File: src/rtl/brf_pkg.sv
// ----------------------------------------------------------------------------
// brf_pkg
// Shared types and constants for the byte ring fifo with search.
// ----------------------------------------------------------------------------
package brf_pkg;

  // width of counts, positions and capacity
  localparam int unsigned CNT_W  = 7;
  localparam int unsigned BYTE_W = 8;
  localparam int unsigned REQ_W  = 3;

  // request codes; the codes above clear are no-ops
  typedef enum logic [REQ_W-1:0] {
    REQ_WRITE  = 3'd0,
    REQ_READ   = 3'd1,
    REQ_PEEK   = 3'd2,
    REQ_SEARCH = 3'd3,
    REQ_CLEAR  = 3'd4
  } brf_req_e;

  // one result transaction, first member in the highest bits
  typedef struct packed {
    logic              out_valid;
    logic [BYTE_W-1:0] out_byte;
    logic [CNT_W-1:0]  free_space;
    logic [CNT_W-1:0]  fill_count;
    logic              found;
    logic              write_accepted;
    logic              data_valid;
    logic [BYTE_W-1:0] data_out;
  } brf_res_t;

endpackage

File: src/rtl/brf_ram.sv
// ----------------------------------------------------------------------------
// brf_ram
// Generic simple dual port ram, one write port and one registered read port.
// ----------------------------------------------------------------------------
module brf_ram #(
  parameter int unsigned WIDTH = 8,
  parameter int unsigned DEPTH = 64
) (
  input  logic                     clk_i,
  input  logic                     we_i,
  input  logic [$clog2(DEPTH)-1:0] waddr_i,
  input  logic [WIDTH-1:0]         wdata_i,
  input  logic                     re_i,
  input  logic [$clog2(DEPTH)-1:0] raddr_i,
  output logic [WIDTH-1:0]         rdata_o
);

  logic [WIDTH-1:0] mem_q [DEPTH];
  logic [WIDTH-1:0] rdata_q;

  // write port
  always_ff @(posedge clk_i) begin
    if (we_i) begin
      mem_q[waddr_i] <= wdata_i;
    end
  end

  // registered read port
  always_ff @(posedge clk_i) begin
    if (re_i) begin
      rdata_q <= mem_q[raddr_i];
    end
  end

  assign rdata_o = rdata_q;

endmodule

File: src/rtl/brf_ctrl.sv
// ----------------------------------------------------------------------------
// brf_ctrl
// Request sequencer: ring pointers, storage ram accesses and the search walk.
// ----------------------------------------------------------------------------
module brf_ctrl #(
  parameter int unsigned DEPTH = 64
) (
  input  logic                        clk_i,
  input  logic                        rst_ni,
  // configuration
  input  logic [brf_pkg::CNT_W-1:0]   cap_i,
  input  logic                        ovf_en_i,
  input  logic                        clr_i,
  // request side
  input  logic                        in_valid_i,
  output logic                        in_ready_o,
  input  logic [brf_pkg::REQ_W-1:0]   in_req_i,
  input  logic [brf_pkg::BYTE_W-1:0]  in_data_i,
  // result side
  input  logic                        res_free_i,
  output logic                        res_valid_o,
  output brf_pkg::brf_res_t           res_o
);

  localparam int unsigned AW = $clog2(DEPTH);

  typedef enum logic [1:0] {
    ST_IDLE,
    ST_WAIT,
    ST_SRCH,
    ST_HOLD
  } state_e;

  state_e                      state_q, state_d;
  logic [brf_pkg::CNT_W-1:0]   head_q, head_d;
  logic [brf_pkg::CNT_W-1:0]   held_q, held_d;
  logic [brf_pkg::CNT_W-1:0]   ptr_q, ptr_d;
  logic [brf_pkg::CNT_W-1:0]   cmp_q, cmp_d;
  logic [brf_pkg::BYTE_W-1:0]  key_q, key_d;
  logic                        dst_q, dst_d;
  brf_pkg::brf_res_t           pend_q, pend_d;

  logic                        accept;
  logic [brf_pkg::CNT_W-1:0]   head_inc;
  logic [brf_pkg::CNT_W-1:0]   ptr_inc;
  logic [brf_pkg::CNT_W:0]     tail_sum;
  logic [brf_pkg::CNT_W-1:0]   tail_pos;
  logic                        hit;
  logic                        last;
  logic                        we;
  logic                        re;
  logic [AW-1:0]               waddr;
  logic [AW-1:0]               raddr;
  logic [brf_pkg::BYTE_W-1:0]  rdata;
  brf_pkg::brf_res_t           res_imm;
  brf_pkg::brf_res_t           byte_res;
  brf_pkg::brf_res_t           srch_res;
  logic                        go_wait;
  logic                        go_srch;

  // storage
  brf_ram #(
    .WIDTH (brf_pkg::BYTE_W),
    .DEPTH (DEPTH)
  ) u_ram (
    .clk_i   (clk_i),
    .we_i    (we),
    .waddr_i (waddr),
    .wdata_i (in_data_i),
    .re_i    (re),
    .raddr_i (raddr),
    .rdata_o (rdata)
  );

  // no request is taken in the cycle that a capacity write empties the ring
  assign in_ready_o = (state_q == ST_IDLE) && res_free_i && !clr_i;
  assign accept     = in_valid_i && in_ready_o;

  // ring arithmetic, positions stay below capacity
  assign head_inc = (head_q + 1'b1 == cap_i) ? '0 : head_q + 1'b1;
  assign ptr_inc  = (ptr_q + 1'b1 == cap_i) ? '0 : ptr_q + 1'b1;
  assign tail_sum = {1'b0, head_q} + {1'b0, held_q};
  assign tail_pos = (tail_sum >= {1'b0, cap_i}) ? brf_pkg::CNT_W'(tail_sum - {1'b0, cap_i})
                                                : tail_sum[brf_pkg::CNT_W-1:0];
  assign waddr    = AW'(tail_pos);

  // search compare against the entry read last cycle
  assign hit  = (rdata == key_q);
  assign last = (cmp_q + 1'b1 == held_q);

  // pending result completed with the ram byte
  always_comb begin
    byte_res = pend_q;
    if (dst_q) begin
      byte_res.out_byte = rdata;
    end else begin
      byte_res.data_out = rdata;
    end
    srch_res       = pend_q;
    srch_res.found = hit;
  end

  // sequencer
  always_comb begin
    state_d     = state_q;
    head_d      = head_q;
    held_d      = held_q;
    ptr_d       = ptr_q;
    cmp_d       = cmp_q;
    key_d       = key_q;
    dst_d       = dst_q;
    pend_d      = pend_q;
    we          = 1'b0;
    re          = 1'b0;
    raddr       = AW'(head_q);
    res_valid_o = 1'b0;
    res_o       = pend_q;
    res_imm     = '0;
    go_wait     = 1'b0;
    go_srch     = 1'b0;

    unique case (state_q)
      ST_IDLE: begin
        if (clr_i) begin
          head_d = '0;
          held_d = '0;
        end else if (accept) begin
          unique case (in_req_i)
            brf_pkg::REQ_WRITE: begin
              if (held_q < cap_i) begin
                res_imm.write_accepted = 1'b1;
                if (cap_i == brf_pkg::CNT_W'(1) && ovf_en_i) begin
                  // pass-through
                  res_imm.out_byte  = in_data_i;
                  res_imm.out_valid = 1'b1;
                end else begin
                  we     = 1'b1;
                  held_d = held_q + 1'b1;
                  if (ovf_en_i && (held_q + 1'b1 == cap_i)) begin
                    // buffer filled: evict the oldest byte
                    re                = 1'b1;
                    head_d            = head_inc;
                    held_d            = held_q;
                    res_imm.out_valid = 1'b1;
                    dst_d             = 1'b1;
                    go_wait           = 1'b1;
                  end
                end
              end
            end
            brf_pkg::REQ_READ: begin
              if (held_q != '0) begin
                re                 = 1'b1;
                head_d             = head_inc;
                held_d             = held_q - 1'b1;
                res_imm.data_valid = 1'b1;
                dst_d              = 1'b0;
                go_wait            = 1'b1;
              end
            end
            brf_pkg::REQ_PEEK: begin
              if (held_q != '0) begin
                re                 = 1'b1;
                res_imm.data_valid = 1'b1;
                dst_d              = 1'b0;
                go_wait            = 1'b1;
              end
            end
            brf_pkg::REQ_SEARCH: begin
              if (held_q != '0) begin
                re      = 1'b1;
                ptr_d   = head_inc;
                cmp_d   = '0;
                key_d   = in_data_i;
                go_srch = 1'b1;
              end
            end
            brf_pkg::REQ_CLEAR: begin
              head_d = '0;
              held_d = '0;
            end
            default: begin
            end
          endcase
          res_imm.fill_count = held_d;
          res_imm.free_space = cap_i - held_d;
          if (go_wait) begin
            pend_d  = res_imm;
            state_d = ST_WAIT;
          end else if (go_srch) begin
            pend_d  = res_imm;
            state_d = ST_SRCH;
          end else begin
            res_valid_o = 1'b1;
            res_o       = res_imm;
          end
        end
      end
      ST_WAIT: begin
        pend_d = byte_res;
        res_o  = byte_res;
        if (res_free_i) begin
          res_valid_o = 1'b1;
          state_d     = ST_IDLE;
        end else begin
          state_d = ST_HOLD;
        end
      end
      ST_SRCH: begin
        if (hit || last) begin
          pend_d = srch_res;
          res_o  = srch_res;
          if (res_free_i) begin
            res_valid_o = 1'b1;
            state_d     = ST_IDLE;
          end else begin
            state_d = ST_HOLD;
          end
        end else begin
          // next entry of the walk
          re    = 1'b1;
          raddr = AW'(ptr_q);
          ptr_d = ptr_inc;
          cmp_d = cmp_q + 1'b1;
        end
      end
      ST_HOLD: begin
        if (res_free_i) begin
          res_valid_o = 1'b1;
          state_d     = ST_IDLE;
        end
      end
      default: begin
        state_d = ST_IDLE;
      end
    endcase
  end

  // state, pointer and counter registers
  always_ff @(posedge clk_i or negedge rst_ni) begin
    if (!rst_ni) begin
      state_q <= ST_IDLE;
      head_q  <= '0;
      held_q  <= '0;
      ptr_q   <= '0;
      cmp_q   <= '0;
      dst_q   <= 1'b0;
    end else begin
      state_q <= state_d;
      head_q  <= head_d;
      held_q  <= held_d;
      ptr_q   <= ptr_d;
      cmp_q   <= cmp_d;
      dst_q   <= dst_d;
    end
  end

  // payload registers
  always_ff @(posedge clk_i) begin
    key_q  <= key_d;
    pend_q <= pend_d;
  end

endmodule

File: src/rtl/byte_ring_fifo_with_search.sv
// ----------------------------------------------------------------------------
// byte_ring_fifo_with_search: write, clear and no-op results appear in the cycle after
// the transaction; read, peek and evicting writes wait for the ram read first, a search
// for its walk of up to fill_count entries (shorter on a hit). Simple requests sustain
// 1 per cycle while the result stream is not stalled; others hold off input until done.
// Reset empties the ring, capacity min(64, DEPTH), overflow port off; no clearing pass.
// ----------------------------------------------------------------------------
module byte_ring_fifo_with_search #(
  parameter int unsigned DEPTH = 64
) (
  input  logic        clk_i,
  input  logic        rst_ni,
  // request stream
  input  logic        s_axis_tvalid,
  output logic        s_axis_tready,
  input  logic [7:0]  s_axis_tdata,   // data_in[7:0]
  input  logic [2:0]  s_axis_tuser,   // req_type[2:0]
  // result stream
  output logic        m_axis_tvalid,
  input  logic        m_axis_tready,
  output logic [39:0] m_axis_tdata,   // data_out[7:0], data_valid[8], write_accepted[9],
                                      // found[10], fill_count[17:11], free_space[24:18],
                                      // out_byte[32:25], out_valid[33], zero[39:34]
  // configuration port
  input  logic        psel,
  input  logic        penable,
  input  logic        pwrite,
  input  logic [2:0]  paddr,
  input  logic [31:0] pwdata,
  output logic [31:0] prdata,
  output logic        pready
);

  localparam logic [brf_pkg::CNT_W-1:0] CapReset =
    (DEPTH < 64) ? brf_pkg::CNT_W'(DEPTH) : brf_pkg::CNT_W'(64);
  localparam logic RegCapacity = 1'b0;
  localparam logic RegOvfEnable = 1'b1;

  logic [brf_pkg::CNT_W-1:0] cap_q, cap_d;
  logic                      ovf_q;
  logic                      cfg_wr;
  logic                      cap_wr;
  logic [brf_pkg::CNT_W-1:0] wval;
  logic                      out_free;
  logic                      res_valid;
  brf_pkg::brf_res_t         res;
  logic                      m_tvalid_q;
  brf_pkg::brf_res_t         m_tdata_q;

  // configuration writes, register index from paddr[2]
  assign pready = 1'b1;
  assign cfg_wr = psel && penable && pwrite;
  assign cap_wr = cfg_wr && (paddr[2] == RegCapacity);
  assign wval   = pwdata[brf_pkg::CNT_W-1:0];

  // capacity limited to 1..DEPTH
  always_comb begin
    if (wval == '0) begin
      cap_d = brf_pkg::CNT_W'(1);
    end else if (32'(wval) > DEPTH) begin
      cap_d = brf_pkg::CNT_W'(DEPTH);
    end else begin
      cap_d = wval;
    end
  end

  always_ff @(posedge clk_i or negedge rst_ni) begin
    if (!rst_ni) begin
      cap_q <= CapReset;
      ovf_q <= 1'b0;
    end else if (cfg_wr) begin
      if (paddr[2] == RegCapacity) begin
        cap_q <= cap_d;
      end else begin
        ovf_q <= pwdata[0];
      end
    end
  end

  // register readback
  always_comb begin
    if (paddr[2] == RegOvfEnable) begin
      prdata = {31'b0, ovf_q};
    end else begin
      prdata = {{(32 - brf_pkg::CNT_W){1'b0}}, cap_q};
    end
  end

  // request sequencer with storage
  brf_ctrl #(
    .DEPTH (DEPTH)
  ) u_ctrl (
    .clk_i       (clk_i),
    .rst_ni      (rst_ni),
    .cap_i       (cap_q),
    .ovf_en_i    (ovf_q),
    .clr_i       (cap_wr),
    .in_valid_i  (s_axis_tvalid),
    .in_ready_o  (s_axis_tready),
    .in_req_i    (s_axis_tuser),
    .in_data_i   (s_axis_tdata),
    .res_free_i  (out_free),
    .res_valid_o (res_valid),
    .res_o       (res)
  );

  // output register
  assign out_free = !m_tvalid_q || m_axis_tready;

  always_ff @(posedge clk_i or negedge rst_ni) begin
    if (!rst_ni) begin
      m_tvalid_q <= 1'b0;
    end else if (res_valid) begin
      m_tvalid_q <= 1'b1;
    end else if (m_axis_tready) begin
      m_tvalid_q <= 1'b0;
    end
  end

  always_ff @(posedge clk_i) begin
    if (res_valid) begin
      m_tdata_q <= res;
    end
  end

  assign m_axis_tvalid = m_tvalid_q;
  assign m_axis_tdata  = {{(40 - $bits(brf_pkg::brf_res_t)){1'b0}}, m_tdata_q};

endmodule
File: config.mk
export PLATFORM = sky130hd
export DESIGN_NAME = byte_ring_fifo_with_search
export DESIGN_NICKNAME = d
export VERILOG_FILES = /design/src/rtl/brf_pkg.sv /design/src/rtl/brf_ram.sv /design/src/rtl/brf_ctrl.sv /design/src/rtl/byte_ring_fifo_with_search.sv
export SDC_FILE = /design/constraint.sdc
export NUM_CORES = 1
export LEC_CHECK = 0
export ABC_CLOCK_PERIOD_IN_PS = 6600
export BUFFER_PORTS_ARGS = -buffer_cell sky130_fd_sc_hd__buf_2
export CAP_MARGIN = 20
export CORE_ASPECT_RATIO = 2
export CORE_MARGIN = 2
export CORE_UTILIZATION = 40
export CTS_BUF_LIST = sky130_fd_sc_hd__clkbuf_4 sky130_fd_sc_hd__clkbuf_8 sky130_fd_sc_hd__clkbuf_16
export CTS_CLUSTER_SIZE = 25
export DETAILED_ROUTE_END_ITERATION = 8
export PLACE_DENSITY = 0.65
export RECOVER_POWER = 100
export SYNTH_ARGS = -nofsm -noshare
export SYNTH_HDL_FRONTEND = slang
export SYNTH_HIERARCHICAL = 1
export SYNTH_SLANG_ARGS = --single-unit
File: constraint.sdc
create_clock -name clk_i -period 6.6 [get_ports clk_i]
set_input_delay 0.33 -clock clk_i [delete_from_list [all_inputs] [get_ports clk_i]]
set_output_delay 0.33 -clock clk_i [all_outputs]
set_load 0.01 [all_outputs]
==> results of run 1 <==
metal layers:
layer,vias to the layer above,part of all wire
met1,8449,0.33
met4,0,0.077
li1,7260,-
met2,577,0.55
met5,-,0
met3,203,0.043
state kept, by name, summed over array words and instances, names as in the netlist, 2 cells and up:
| signal | flops |
|---|---|
| u_ctrl/u_ram/mem_q | 512 |
| u_ctrl/key_q | 8 |
| u_ctrl/byte_res | 18 |
| u_ctrl/state_q | 2 |
| u_ctrl/u_ram/rdata_o | 8 |
| m_axis_tdata | 34 |
| u_ctrl/ptr_q | 7 |
| u_ctrl/cmp_q | 7 |
| u_ctrl/head_q | 7 |
| u_ctrl/held_q | 7 |
| cap_q | 7 |
| u_ctrl/pend_q | 16 |
placed cells by master (no fill, tap or decap), types with 40 or more instances in the layout:
master and instances:
clkbuf_1 67, nor2_1 147, mux4_2 124, nand2_1 99, clkbuf_16 55, edfxtp_1 596, nand3_1 53, xnor2_1 40
inv_1 50, o21ai_0 56
metrics by stage:
stage               setup slack [ns]  power [mW]
floorplan                       1.81        9.95
global placement                1.23        11.9
detailed placement              1.19        12.0
CTS                             1.21        15.2
global route                   0.469        15.7
finish                         0.787        15.0
cell type report:
class | instances | area (sq um) | share of cell area
clock buffer | 64 | 1440 | 0.0459
clock inverter | 26 | 263 | 0.00835
inverter | 55 | 206 | 0.00656
multi-input combinational | 1045 | 8850 | 0.281
sequential | 636 | 18900 | 0.601
tap | 910 | 1140 | 0.0362
timing repair buffer | 119 | 654 | 0.0208
power breakdown:
group          switching [mW]  total [mW]  internal [mW]  leakage [nW]
logic                    4.16        6.76           2.61          3.56
clock network            1.45        3.14           1.69         0.835
registers               0.253        5.12           4.86          5.90
how the worst max path moves through the flow:
stage,endpoint,depth (start not counted),slack (ns)
after floorplan,u_ctrl/u_ram/mem_q[28][0],19,1.81
after global placement,u_ctrl/u_ram/mem_q[63][5],15,1.23
after detailed placement,u_ctrl/u_ram/mem_q[15][5],15,1.19
after CTS,u_ctrl/u_ram/mem_q[15][3],15,1.21
after global routing,m_axis_tdata[24],18,0.47
final,u_ctrl/u_ram/rdata_o[2],11,0.79
kinds of logic after synthesis:
| kind of cell | synth area share |
|---|---|
| adder cells (fa/ha/maj) | 0.0183 |
| multiplexers | 0.120 |
| AND/OR/NAND/NOR | 0.0755 |
| other | 0.000262 |
| AO/OA/AOI/OAI | 0.0715 |
| buffers and inverters | 0.0329 |
| flip-flops | 0.660 |
| XOR/XNOR | 0.0212 |
worst max-delay path, stage by stage (launching register included):
cell and delay [ns]:
dfrtp_1 0.45, ha_1 0.30, and3_1 0.23, xnor3_1 0.23
and3_1 0.17, a31oi_2 0.45, nand2_1 0.38, mux2_1 1.47
nand3_1 0.85, o22ai_1 0.45, a31oi_1 0.15, a32o_1 0.39
==> impl_metrics.csv, run 1 <==
group,metric,value,unit
hold_path,hp-start,"pwdata[6]",
sta,tightest_slew,3.30,ns
synth,yosysWarnings,6,
die,die_y,382,um
worst_setup_path,critPathArrivalTime,6.15,ns
pwr,leakage,10.3,nW
worst_setup_path,end_kind,"flop",
worst_setup_path,reg2reg_slack,0.79,ns
synth,yosysMostFrequentCell,"edfxtp_1",
route,drt_iter0_drc,1517,
placed_design,dp.cells,2755,
global_route,top_usage_layer,"met2",
clocking,cts_tree,"done",
global_route,use_met2,0.372,
global_route,grt_usage,0.199,
synth,synth_edf_count,596,
synth,yosysSeqAreaShare,0.660,
placed_design,dpl_cell_area,0.0299,sq mm
sta,finalSetupViolCount,0,
clocking,insertion_delay,0.62,ns
final_layout,fillers,6223,
final_layout,design_area,0.0315,sq mm
sta,finalHoldWorstSlack,0.0435,ns
worst_setup_path,cp_max_fo,36,
hold_path,hold_depth,2,
worst_setup_path,startpoint,"u_ctrl/cmp_q[0]",
flow_run,drv_cap,12,
global_route,use_met1,0.205,
global_route,grt_pass1_wl,108000,um
die,die_w,193,um
clocking,path_clk_slew,0.07,ns
synth,synth_cell_types,92,
worst_setup_path,worstPathRequired,6.94,ns
synth,synth_async_sr_flop_share,0.0629,
sta,hold_viol,0,
clocking,clk_path_buf_depth,3,
synth,yosys-top-cells-area,"edfxtp_1 (62%), mux4_2 (9.8%), dfrtp_1 (3.4%)",
global_route,grt_max_degree,67,
final_layout,post-route-util,0.444,
global_route,antenna_found_initial,0,
final_layout,area_delta_synth_final,9.85,%
worst_setup_path,r2r_start,"u_ctrl/cmp_q[0]",
sta,final.setup_skew,0.0325,ns
worst_setup_path,rr_worst_depth,11,
clocking,cts_made_buffers,54,
clocking,cts_root_buffer,"clkbuf_16",
placed_design,gp_congestion,0.967,
final_layout,n_antenna_cell,0,
die,start_util,0.405,
clocking,cts_setup_buffers,0,
clocking,h-tree-depth,2,
die,dieArea,0.0739,sq mm
synth,syn_avg_cell_area,15.6,sq um
placed_design,io_buffers,68,
clocking,ctsHoldBuffers,7,
route,drc_errors,0,
synth,synth_cells,1834,
worst_setup_path,r2r_end,"u_ctrl/u_ram/rdata_o[2]",
final_layout,nets,2004,
global_route,grtUsageMet3,0.0237,
final_layout,stdcell_count,2855,
die,num_io_pins,128,
sta,tns,0,ns
sta,slew_viol_final,614,
run_status,status,"complete, but fails checks",
final_layout,drive_gt1_frac,0.150,
die,core_area,0.0708,sq mm
sta,fin_crit,5.81,ns
clocking,cts_sinks,636,
route,vias,16500,
synth,netlist.area_leader.share,0.625,
run_status,violations,"capacitance limit, slew limit",
global_route,grt-ovfl-total,0,
route,wl,72900,um
hold_path,hold_end,"cap_q[6]",
worst_setup_path,startpoint_type,"flop",
synth,ys_top_cells_by_count,"edfxtp_1 (596), nor2_1 (145), mux4_2 (124)",
hold_path,min_path_type,"input port to flop",
synth,synth_area,0.0286,sq mm
sta,rsz0062_at_grt,"false",
pwr,power_density,478,mW/mm^2
sta,fin_crit_sh,0.881,
route,ant_nets,0,
sta,slew_headroom,-1.20,
die,fp-row-count,138,
placed_design,place.detailed.hpwl,50700,um
route,dr.pass1.iters,5,
synth,synth_ff_type,"edfxtp_1",
sta,fmax,172,MHz
route,wl_per_cell,25.5,um
synth,synth.ff_latch_count,636,
clocking,cts-resized-gates,0,
pwr,peakVddDrop,0.000247,V
worst_setup_path,crit_type,"flop to flop",
synth,yosys.area.top_type,"edfxtp_1",
global_route,grt_pass1_vias,17100,
route,drt-vias-per-instance,5.78,
Power figures use the tool's default switching activity.
==> run 2, diff against run 1 <==
--- a/config.mk
+++ b/config.mk
@@ -14,6 +14,7 @@
 export CTS_BUF_LIST = sky130_fd_sc_hd__clkbuf_4 sky130_fd_sc_hd__clkbuf_8 sky130_fd_sc_hd__clkbuf_16
 export CTS_CLUSTER_SIZE = 25
 export DETAILED_ROUTE_END_ITERATION = 8
+export MAX_ROUTING_LAYER = met4
 export PLACE_DENSITY = 0.65
 export RECOVER_POWER = 100
 export SYNTH_ARGS = -nofsm -noshare
==> run 2 against run 1 <==
The run still ends with capacitance limit, slew limit left. Worst setup slack improved by 0.047 ns. Clock-buffer cell count decreased by 2. Largest power group unchanged. Highest routed layer unchanged. Critical endpoint unchanged. Wire length decreased by 0.22%. Combinational power about the same. Clock power about the same.
==> impl_metrics.csv, run 2 (synthesis results as in run 1) <==
group,metric,value,unit
run_status,status,"complete, but fails checks",
run_status,violations,"capacitance limit, slew limit",
final_layout,layout_commonest_cell,"edfxtp_1",
final_layout,post-route-util,0.445,
worst_setup_path,crit_chain,"ha_1 > and3_1 > xnor3_1 > and3_1 > a31oi_2 > nand2_1 > mux2_4 > clkbuf_2 > mux4_2 > a21oi_1 > o211ai_1 > a32o_1",
worst_setup_path,rr_worst_depth,12,
hold_path,hp-start,"pwdata[6]",
route,vias,16400,
pwr,peakVddDrop,0.000340,V
clocking,ctsHoldBuffers,7,
flow_run,drv_cap,9,
die,die_w,193,um
sta,finalHoldWorstSlack,0.0428,ns
worst_setup_path,reg2reg_slack,0.83,ns
final_layout,drive_gt1_frac,0.160,
pwr,p_int,9.10,mW
pwr,power_density,476,mW/mm^2
worst_setup_path,crit_path_frequent_cell,"and3_1",
route,wl_per_cell,25.4,um
global_route,grt_pass1_wl,108000,um
hold_path,hold_end,"cap_q[6]",
die,core_area,0.0708,sq mm
sta,rsz0062_at_grt,"false",
sta,slew_headroom,-1.13,
worst_setup_path,slowest_delay,1.02,ns
final_layout,final_cell_mix,"edfxtp_1 (596), nor2_1 (146), mux4_2 (124)",
worst_setup_path,worstPathRequired,6.94,ns
final_layout,stdcell_count,2866,
worst_setup_path,critPathArrivalTime,6.11,ns
route,wl,72700,um
final_layout,design_area,0.0315,sq mm
clocking,cts_setup_buffers,0,
clocking,cts_made_buffers,52,
worst_setup_path,crit_type,"flop to flop",
sta,slew_viol_final,556,
final_layout,nets,2006,
final_layout,n_antenna_cell,0,
sta,final.setup_skew,0.0254,ns
global_route,grt_max_degree,67,
route,ant_nets,0,
worst_setup_path,r2r_start,"u_ctrl/cmp_q[0]",
route,drt_iter0_drc,1475,
die,die_y,382,um
final_layout,largest_reg_flops,512,
sta,fin_crit,5.77,ns
sta,tns,0,ns
placed_design,place_ws,1.11,ns
placed_design,gp_congestion,0.963,
final_layout,largest-register,"u_ctrl/u_ram/mem_q",
clocking,cts_root_buffer,"clkbuf_16",
die,dieArea,0.0739,sq mm
global_route,grt_usage,0.205,
clocking,cts-resized-gates,0,
global_route,grt-ovfl-total,0,
global_route,antenna_found_initial,0,
pwr,leakage,10.3,nW
die,fp-row-count,138,
worst_setup_path,r2r_end,"u_ctrl/u_ram/rdata_o[2]",
die,start_util,0.405,
sta,tightest_slew,3.20,ns
sta,fmax,173,MHz
clocking,insertion_delay,0.61,ns
sta,worst_slack,0.833,ns
global_route,grt_pass1_vias,16800,
pwr,p_sw_frac,0.393,
sta,fin_crit_sh,0.874,
placed_design,dpl_cell_area,0.0299,sq mm
clocking,clk_path_buf_depth,3,
placed_design,dp.cells,2761,
pwr,clockPowerShare,0.208,
worst_setup_path,cp_max_fo,51,
placed_design,place.detailed.hpwl,50900,um
hold_path,min_path_type,"input port to flop",
clocking,h-tree-depth,2,
worst_setup_path,end_kind,"flop",
clocking,cts_tree,"done",
placed_design,io_buffers,68,
worst_setup_path,crit_slowest_cell,"mux2_4",
sta,finalSetupViolCount,0,
route,dr.pass1.iters,5,
clocking,path_clk_slew,0.07,ns
pwr,power,15.0,mW
sta,hold_viol,0,
route,drc_errors,0,
route,drt-vias-per-instance,5.74,
clocking,cts_sinks,636,
worst_setup_path,startpoint_type,"flop",
pwr,combPwrFrac,0.450,
pwr,seq_power_share,0.342,
die,num_io_pins,128,
hold_path,hold_depth,2,
final_layout,area_delta_synth_final,9.92,%
pwr,p_sw,5.89,mW
-- run 2: final cells by class --
cell class	instances	area (sq um)
sequential	636	18900
clock buffer	62	1380
inverter	55	206
timing repair buffer	123	644
tap	910	1140
clock inverter	35	344
multi-input combinational	1045	8870
fill	6211	39300
-- run 2: how the worst max path moves through the flow --
stage,start,end,slack [ns],depth (start not counted)
after floorplan,u_ctrl/head_q[0],u_ctrl/u_ram/mem_q[28][0],1.81,19
after global placement,u_ctrl/held_q[1],m_axis_tdata[24],1.15,17
after detailed placement,u_ctrl/held_q[1],m_axis_tdata[24],1.11,17
after CTS,u_ctrl/held_q[1],m_axis_tdata[24],1.08,17
after global routing,u_ctrl/cmp_q[0],u_ctrl/u_ram/rdata_o[2],0.49,12
final,u_ctrl/cmp_q[0],u_ctrl/u_ram/rdata_o[2],0.83,12
-- run 2: layer usage --
metal	vias up	GRT usage	routed length, um
li1	7273	-	-
met1	8412	0.204	24400
met2	567	0.380	40500
met3	195	0.0213	3040
met4	0	0.114	4810
met5	-	-	0
-- run 2: critical path: cells and delay by family (launching register included) --
kind	cells	cell delay, ns
multiplexers	2	1.62
AO/OA/AOI/OAI	4	1.30
AND/OR/NAND/NOR	3	0.85
buffers and inverters	1	0.74
flip-flops	1	0.45
adder cells (fa/ha/maj)	1	0.30
XOR/XNOR	1	0.21
-- run 2: power by group through the flow --
| stage | combinational (mW) | clock [mW] | sequential [mW] |
|---|---|---|---|
| 6_report | 6.74 | 3.12 | 5.13 |
| 5_1_grt | 7.20 | 3.33 | 5.17 |
| 4_1_cts | 6.84 | 3.19 | 5.12 |
| 3_5_place_dp | 6.81 | 0 | 5.21 |
| 3_3_place_gp | 6.71 | 0 | 5.19 |
| 2_1_floorplan | 4.82 | 0 | 5.13 |
